[src/hw/rtl/running_mean_var_minmax_assert.svh]
`ifndef RUNNING_MEAN_VAR_MINMAX_ASSERT_SVH
`define RUNNING_MEAN_VAR_MINMAX_ASSERT_SVH
// Assertion helpers shared by the block.
`define RMV_ASSERT_IMPL(lbl, clk, rst, ante, cons) \
   lbl: assert property (@(posedge clk) disable iff (rst) (ante) |-> (cons)) \
      else $error("assertion failed");
`define RMV_ASSERT_NEXT(lbl, clk, rst, ante, cons) \
   lbl: assert property (@(posedge clk) disable iff (rst) (ante) |=> (cons)) \
      else $error("assertion failed");
`endif

[src/hw/rtl/rmv_front.sv]
module rmv_front #(
   parameter int unsigned NUM_PARAMS = 64,
   parameter int unsigned IDX_W = 6
) (
   input  logic              clock,
   input  logic              reset,
   input  logic              req_valid,
   output logic              req_ready,
   input  logic [31:0]       req_iteration,
   input  logic [31:0]       req_sample_number,
   input  logic [5:0]        req_param_index,
   input  logic signed [31:0] req_sample_value,
   input  logic [31:0]       burn_in,
   input  logic [15:0]       thin_step,
   input  logic signed [31:0] value_offset,
   output logic              q_valid,
   input  logic              q_ready,
   output logic [IDX_W-1:0]  q_index,
   output logic [31:0]       q_n,
   output logic signed [31:0] q_x
);
   // Stage 1 captures the item; a remainder iteration then runs bit by bit.
   typedef enum logic [1:0] {S_IDLE, S_MOD, S_CHECK} state_type;
   state_type state_ff;
   logic [31:0] dvd_ff, rem_ff, n_ff;
   logic [15:0] step_ff;
   logic [5:0] cnt_ff;
   logic [5:0] idx_ff;
   logic signed [31:0] x_ff;
   logic [31:0] qd_n_ff;
   logic [IDX_W-1:0] qd_idx_ff;
   logic signed [31:0] qd_x_ff;
   logic qv_ff;
   logic signed [32:0] sum;
   logic signed [31:0] sat;
   logic [32:0] rsh;
   logic [31:0] rnext;

   assign sum = 33'(req_sample_value) + 33'(value_offset);
   always_comb begin
      if (sum[32] != sum[31]) begin
         sat = sum[32] ? 32'sh8000_0000 : 32'sh7FFF_FFFF;
      end else begin
         sat = sum[31:0];
      end
   end
   assign rsh = {rem_ff, dvd_ff[31]};
   assign rnext = (rsh >= {17'd0, step_ff}) ? 32'(rsh - {17'd0, step_ff}) : rsh[31:0];

   assign req_ready = (state_ff == S_IDLE);
   assign q_valid = qv_ff;
   assign q_index = qd_idx_ff;
   assign q_n = qd_n_ff;
   assign q_x = qd_x_ff;

   always_ff @(posedge clock) begin
      if (reset) begin
         state_ff <= S_IDLE;
         qv_ff <= 1'b0;
      end else begin
         if (qv_ff && q_ready) begin
            qv_ff <= 1'b0;
         end
         case (state_ff)
            S_IDLE: begin
               if (req_valid) begin
                  n_ff <= (req_sample_number == 32'd0) ? 32'd1 : req_sample_number;
                  idx_ff <= req_param_index;
                  x_ff <= sat;
                  step_ff <= (thin_step == 16'd0) ? 16'd1 : thin_step;
                  dvd_ff <= req_iteration - burn_in - 32'd1;
                  rem_ff <= '0;
                  cnt_ff <= '0;
                  if (req_iteration > burn_in && 32'(req_param_index) < NUM_PARAMS) begin
                     state_ff <= S_MOD;
                  end
               end
            end
            S_MOD: begin
               rem_ff <= rnext;
               dvd_ff <= {dvd_ff[30:0], 1'b0};
               cnt_ff <= cnt_ff + 6'd1;
               if (cnt_ff == 6'd31) begin
                  state_ff <= S_CHECK;
               end
            end
            S_CHECK: begin
               if (rem_ff != 32'd0) begin
                  state_ff <= S_IDLE;
               end else if (!qv_ff || q_ready) begin
                  qv_ff <= 1'b1;
                  qd_n_ff <= n_ff;
                  qd_idx_ff <= IDX_W'(idx_ff);
                  qd_x_ff <= x_ff;
                  state_ff <= S_IDLE;
               end
            end
            default: state_ff <= S_IDLE;
         endcase
      end
   end
endmodule

[config.mk]
export PLATFORM = sky130hd
export DESIGN_NAME = rmv_front
export DESIGN_NICKNAME = d
export VERILOG_FILES = /design/src/hw/rtl/running_mean_var_minmax_assert.svh /design/src/hw/rtl/rmv_front.sv
export SDC_FILE = /design/constraint.sdc
export NUM_CORES = 1
export LEC_CHECK = 0
export BUFFER_PORTS_ARGS = -buffer_cell sky130_fd_sc_hd__buf_2
export CORE_MARGIN = 2
export CORE_UTILIZATION = 30
export CTS_CLUSTER_SIZE = 12
export DETAILED_ROUTE_END_ITERATION = 10
export GPL_TIMING_DRIVEN = 0
export PLACE_DENSITY = 0.6
export SYNTH_ARGS = -nofsm -noshare
export SYNTH_HDL_FRONTEND = slang
export SYNTH_SLANG_ARGS = --single-unit
[constraint.sdc]
create_clock -name clock -period 15.32 [get_ports clock]
set_input_delay 3.064 -clock clock [delete_from_list [all_inputs] [get_ports clock]]
set_output_delay 3.064 -clock clock [all_outputs]
set_load 0.01 [all_outputs]
== After elaboration in Yosys (flattened, before gate mapping) ==
Index checks and enable logic that the tools add are counted.
Word-level totals
  register bits: 229
  output and inout port bits: 72
Cells by class
  muxes and demuxes: 19
  add/sub/neg operators: 5
  $lt $le $gt $ge: 2
  eq/ne operators: 8
  bitwise operators: 2
  reduce and logical (&&, ||, !) cells: 12
Operator list (number)
  $mux 32: 5
  $pmux 32 s2: 2
  $add 32x32->33: 1
  $ge 33x16->1: 1
  $gt 32x32->1: 1
  $logic_not 32->1: 1
  $reduce_bool 32->1: 1
  $sub 32x1->32 const B: 1
  $sub 32x16->32: 1
  $sub 32x32->32: 1
  $logic_not 16->1: 1
  $pmux 6 s2: 1
  $mux 2: 5
  $reduce_and 4->1: 2
  $add 6x1->6 const B: 1
  $eq 6x5->1 const B: 1
  $mux 6: 1
  $pmux 2 s3: 1
  $reduce_and 3->1: 2
  $mux 1: 4
  $ne 2x2->1 const B: 2
  $ne 3x3->1 const B: 1
  $eq 2x1->1 const B: 1
  $eq 2x2->1 const B: 1
  other kinds (8): 9

== Depth between registers and ports, before layout ==
  depth in word-level cells: 5
  mapped depth: 13
  gate-level depth less buffers: 12

== Worst setup path after synthesis ==
OpenSTA, ideal clock, no wires.
  kind: in2reg
  from: input reset
  to: register state_ff[0]
  data arrival time: 13.834 ns
  data required time: 15.189 ns
  buffers on the path: 0
  setup slack: 1.355 ns
  stages: 4
  library setup time: 0.131 ns
  path through: nor4b_1 o21ai_0 o32a_1 o31ai_1
RTL lines
  start, declared: RTL line rmv_front.sv:6  | input logic reset,
  end signal, assigned: RTL line rmv_front.sv:58  | state_ff <= S_IDLE;
  end signal, assigned: RTL line rmv_front.sv:75  | state_ff <= S_MOD;
  end signal, assigned: RTL line rmv_front.sv:84  | state_ff <= S_CHECK;
  end, declared: RTL line rmv_front.sv:24  | state_type state_ff;

== Worst setup path in the final report ==
  from: input req_sample_value[0]
  to: register x_ff[9], data pin
Between the ends
  cells in the longest elaborated chain, start to end: 3
  elaborated cells on any way between the ends: 4
  those cells by class: add/sub (1); eq/ne (1); mux (2)
RTL lines
  start, declared: RTL line rmv_front.sv:12  | input logic signed [31:0] req_sample_value,
  $add 32x32->33 (*): RTL line rmv_front.sv:39  | assign sum = 33'(req_sample_value) + 33'(value_offset);
  $mux 32 or $ne 1x1->1 (tied branches): RTL line rmv_front.sv:42, rmv_front.sv:41
  $mux 32 (*): RTL line rmv_front.sv:41  | if (sum[32] != sum[31]) begin
  net sat[9]: RTL line rmv_front.sv:35  | logic signed [31:0] sat;
  end signal, assigned: RTL line rmv_front.sv:69  | x_ff <= sat;
  end, declared: RTL line rmv_front.sv:29  | logic signed [31:0] x_ff;
Mark *: on every way through the listed nets, which the timed path passes. The rest lies on a longest branch.
A chain may end at the register's enable or synchronous reset.

==> results.py <==
metrics = {
    "status": {
        "status": "completed",
    },
    "clocking": {
        "worstSkewPairLatency_ns": 0.53,
        "cts_hold_buffers": 0,
        "cts-buffers-inserted": 26,
        "cts_htree_levels": 1,
        "cts_tree": "built",
        "clock-sinks": 229,
        "ctsResizeCount": 0,
        "cts_max_path_buffers": 3,
        "cts_root_buf": "clkbuf_16",
        "clkSlewWorstSetupHoldPaths_ns": 0.06,
        "post_cts_buffers": 0,
    },
    "synth": {
        "synth_nets": 1454,
        "synth_area_leaders": "edfxtp_1 53%, ha_1 8.0%, a21oi_1 3.7%, xnor2_1 3.4%, nor2_1 3.1%",
        "syn_area_um2": 12900,
        "ys_ff_latch": 229,
        "yosysSeqAreaShare_pct": 53.1,
        "synth_top_area_share_pct": 52.6,
        "ys_top_cells_by_count": "226 x edfxtp_1, 106 x nor2_1, 96 x a21oi_1",
        "yosysUniqueCellTypes": 65,
        "synthFlopType": "edfxtp_1",
        "avgSynthCellArea_um2": 10.9,
        "yosys.area.top_type": "edfxtp_1",
        "netlist_instances": 1183,
        "synth_edf_count": 226,
        "synthArstFlopShare_pct": 0,
        "yosys_warnings": 0,
        "yosysMostFrequentCell": "edfxtp_1",
    },
    "drt": {
        "drt_iter0_markers": 452,
        "wire_per_inst_um": 16.0,
        "ant_nets": 0,
        "vias_per_cell": 4.83,
        "vias": 9897,
        "wirelength_um": 32900,
        "drc": 0,
        "first_pass_iters": 5,
    },
    "global_route": {
        "grt_pass1_vias": 10000,
        "grt_max_degree": 14,
        "grt_use_total_pct": 14.6,
        "overflow": 0,
        "grt_first_pass_wirelength_um": 52300,
        "antenna_found_initial": 5,
    },
    "setup_path": {
        "crit_arrival_ns": 6.97,
        "critPathBufInv": 3,
        "critPathMaxStageDelay_ns": 0.58,
        "criticalPathCategory": "input pin to register",
        "path_max_fanout": 10,
        "slowest_stage": "a2111oi_2",
        "cp_cell_sequence": "buf_2, ha_1, inv_1, fa_1, nand2b_1, a21oi_1, o211ai_1, a21oi_1, o21ai_0, a2111oi_2, o211ai_1, a31oi_1, buf_2, maj3_1",
        "cpLargestDelayFamily": "compound AO/OA/AOI/OAI gates",
        "worst_setup_path_end_kind": "register",
        "startpoint_type": "input pin",
        "critical_path_required_ns": 15.71,
    },
    "timing": {
        "max_slew_margin_pct": 34.8,
        "fin_ws_ns": 8.74,
        "setup_viol": 0,
        "post-route-period-util_pct": 43.0,
        "fmax_mhz": 152,
        "report.final.slew_viol_count": 0,
        "whs_ns": 0.416,
        "max_slew.worst_pin.slew_ns": 0.966,
        "rsz0062_at_grt": "no",
        "fin_worst_skew_ns": 0.0169,
        "period_needed_ns": 6.58,
        "hold_viol_final": 0,
    },
    "power": {
        "vdd.ir_drop.worst_uv": 66.1,
        "p_per_area_nw_per_um2": 107,
        "p_leak_uw": 0.00636,
    },
    "final_layout": {
        "drive_above_1_share_pct": 22.5,
        "final_nets": 1765,
        "area_growth_pct": 23.5,
    },
    "floorplan": {
        "core_um2": 42200,
        "initial_core_util_pct": 30.6,
        "die_height_um": 211,
        "die_w_um": 211,
        "top_level_ports": 258,
        "die_area_um2": 44700,
        "rows": 75,
    },
    "place": {
        "gp_congestion": 0.891,
        "port_buffers": 257,
        "place_ws_ns": 8.23,
        "dp_hpwl_um": 26100,
    },
    "flow_run": {
        "drv_cap": 0,
    },
    "worst_hold_path": {
        "hp-class": "register to register",
    },
}
## where the power goes
part           total, uW  internal (uW)  switching [uW]  leakage, uW
Combinational        347            149             198      0.00384
Sequential           763            748            15.4      0.00213
Clock                591            343             248     0.000394
Total               1700           1240             461      0.00636
## kinds of logic (layout without fill, tap and decap cells)
| logic type | after synthesis | after routing | synth area share [%] |
|---|---|---|---|
| flip-flops | 229 | 229 | 53.1 |
| adder cells (fa/ha/maj) | 116 | 116 | 10.8 |
| AO/OA/AOI/OAI | 286 | 286 | 14.0 |
| buffers and inverters | 159 | 485 | 4.72 |
| multiplexers | 5 | 5 | 0.388 |
| other | 0 | 2 | 0 |
| XOR/XNOR | 85 | 85 | 5.77 |
| AND/OR/NAND/NOR | 303 | 303 | 11.2 |
## worst paths after layout
| kind | startpoint | depth (start not counted) | to | slack [ns] |
|---|---|---|---|---|
| hold / removal | n_ff[22] | 0 | q_n[22] | 0.42 |
| hold reg to reg | n_ff[22] | 0 | q_n[22] | 0.42 |
| setup / recovery | req_sample_value[0] | 14 | x_ff[9] | 8.74 |
| setup reg to reg | rem_ff[9] | 9 | rem_ff[29] | 11.67 |
## stage by stage
stage               power [uW]  instance area, um^2  TNS (ns)  util [%]  cells
global placement          1120                14900   -256.11      35.2   1979
finish                    1700                15900         0      37.7   2050
CTS                       1720                15900         0      37.7   2048
floorplan                 1020                12900         0         -   1183
global route              1790                15900         0      37.7   2048
detailed placement        1120                15100         0      35.8   2005
## cell type report
type	count	area (um^2)
Buffer	79	309
Sequential cell	229	6850
Clock inverter	14	134
Clock buffer	29	662
Tap cell	539	674
Fill cell	4260	26300
Multi-Input combinational cell	795	5460
Timing Repair Buffer	283	1540
Antenna cell	2	5.00
Inverter	80	300
## layout by cell type (no fill, tap or decap), types with 18 or more instances in the layout
cell         n
buf_2      261
edfxtp_1   226
nor2_1     106
a21oi_1     96
ha_1        82
inv_1       80
clkbuf_1    75
nand2_1     68
o21ai_0     57
xnor2_1     50
xor2_1      35
a21o_1      31
maj3_1      31
clkbuf_16   26
nand3_1     18
nor4_1      18
## sequential cells by signal (all words and copies together), names as in the netlist
name      count
step_ff      16
q_n          32
cnt_ff        6
n_ff         32
state_ff      2
rem_ff       32
dvd_ff       32
q_x          32
x_ff         32
q_index       6
q_valid       1
idx_ff        6
## metal layers
| layer | up-vias | GRT usage [%] | wire (um) |
|---|---|---|---|
| li1 | 4933 | - | - |
| met1 | 4691 | 18.4 | 14000 |
| met2 | 216 | 24.8 | 15800 |
| met3 | 53 | 4.04 | 2280 |
| met4 | 4 | 3.84 | 769 |
| met5 | - | 0 | 27 |
No activity file was read; power rests on OpenSTA's default activity.
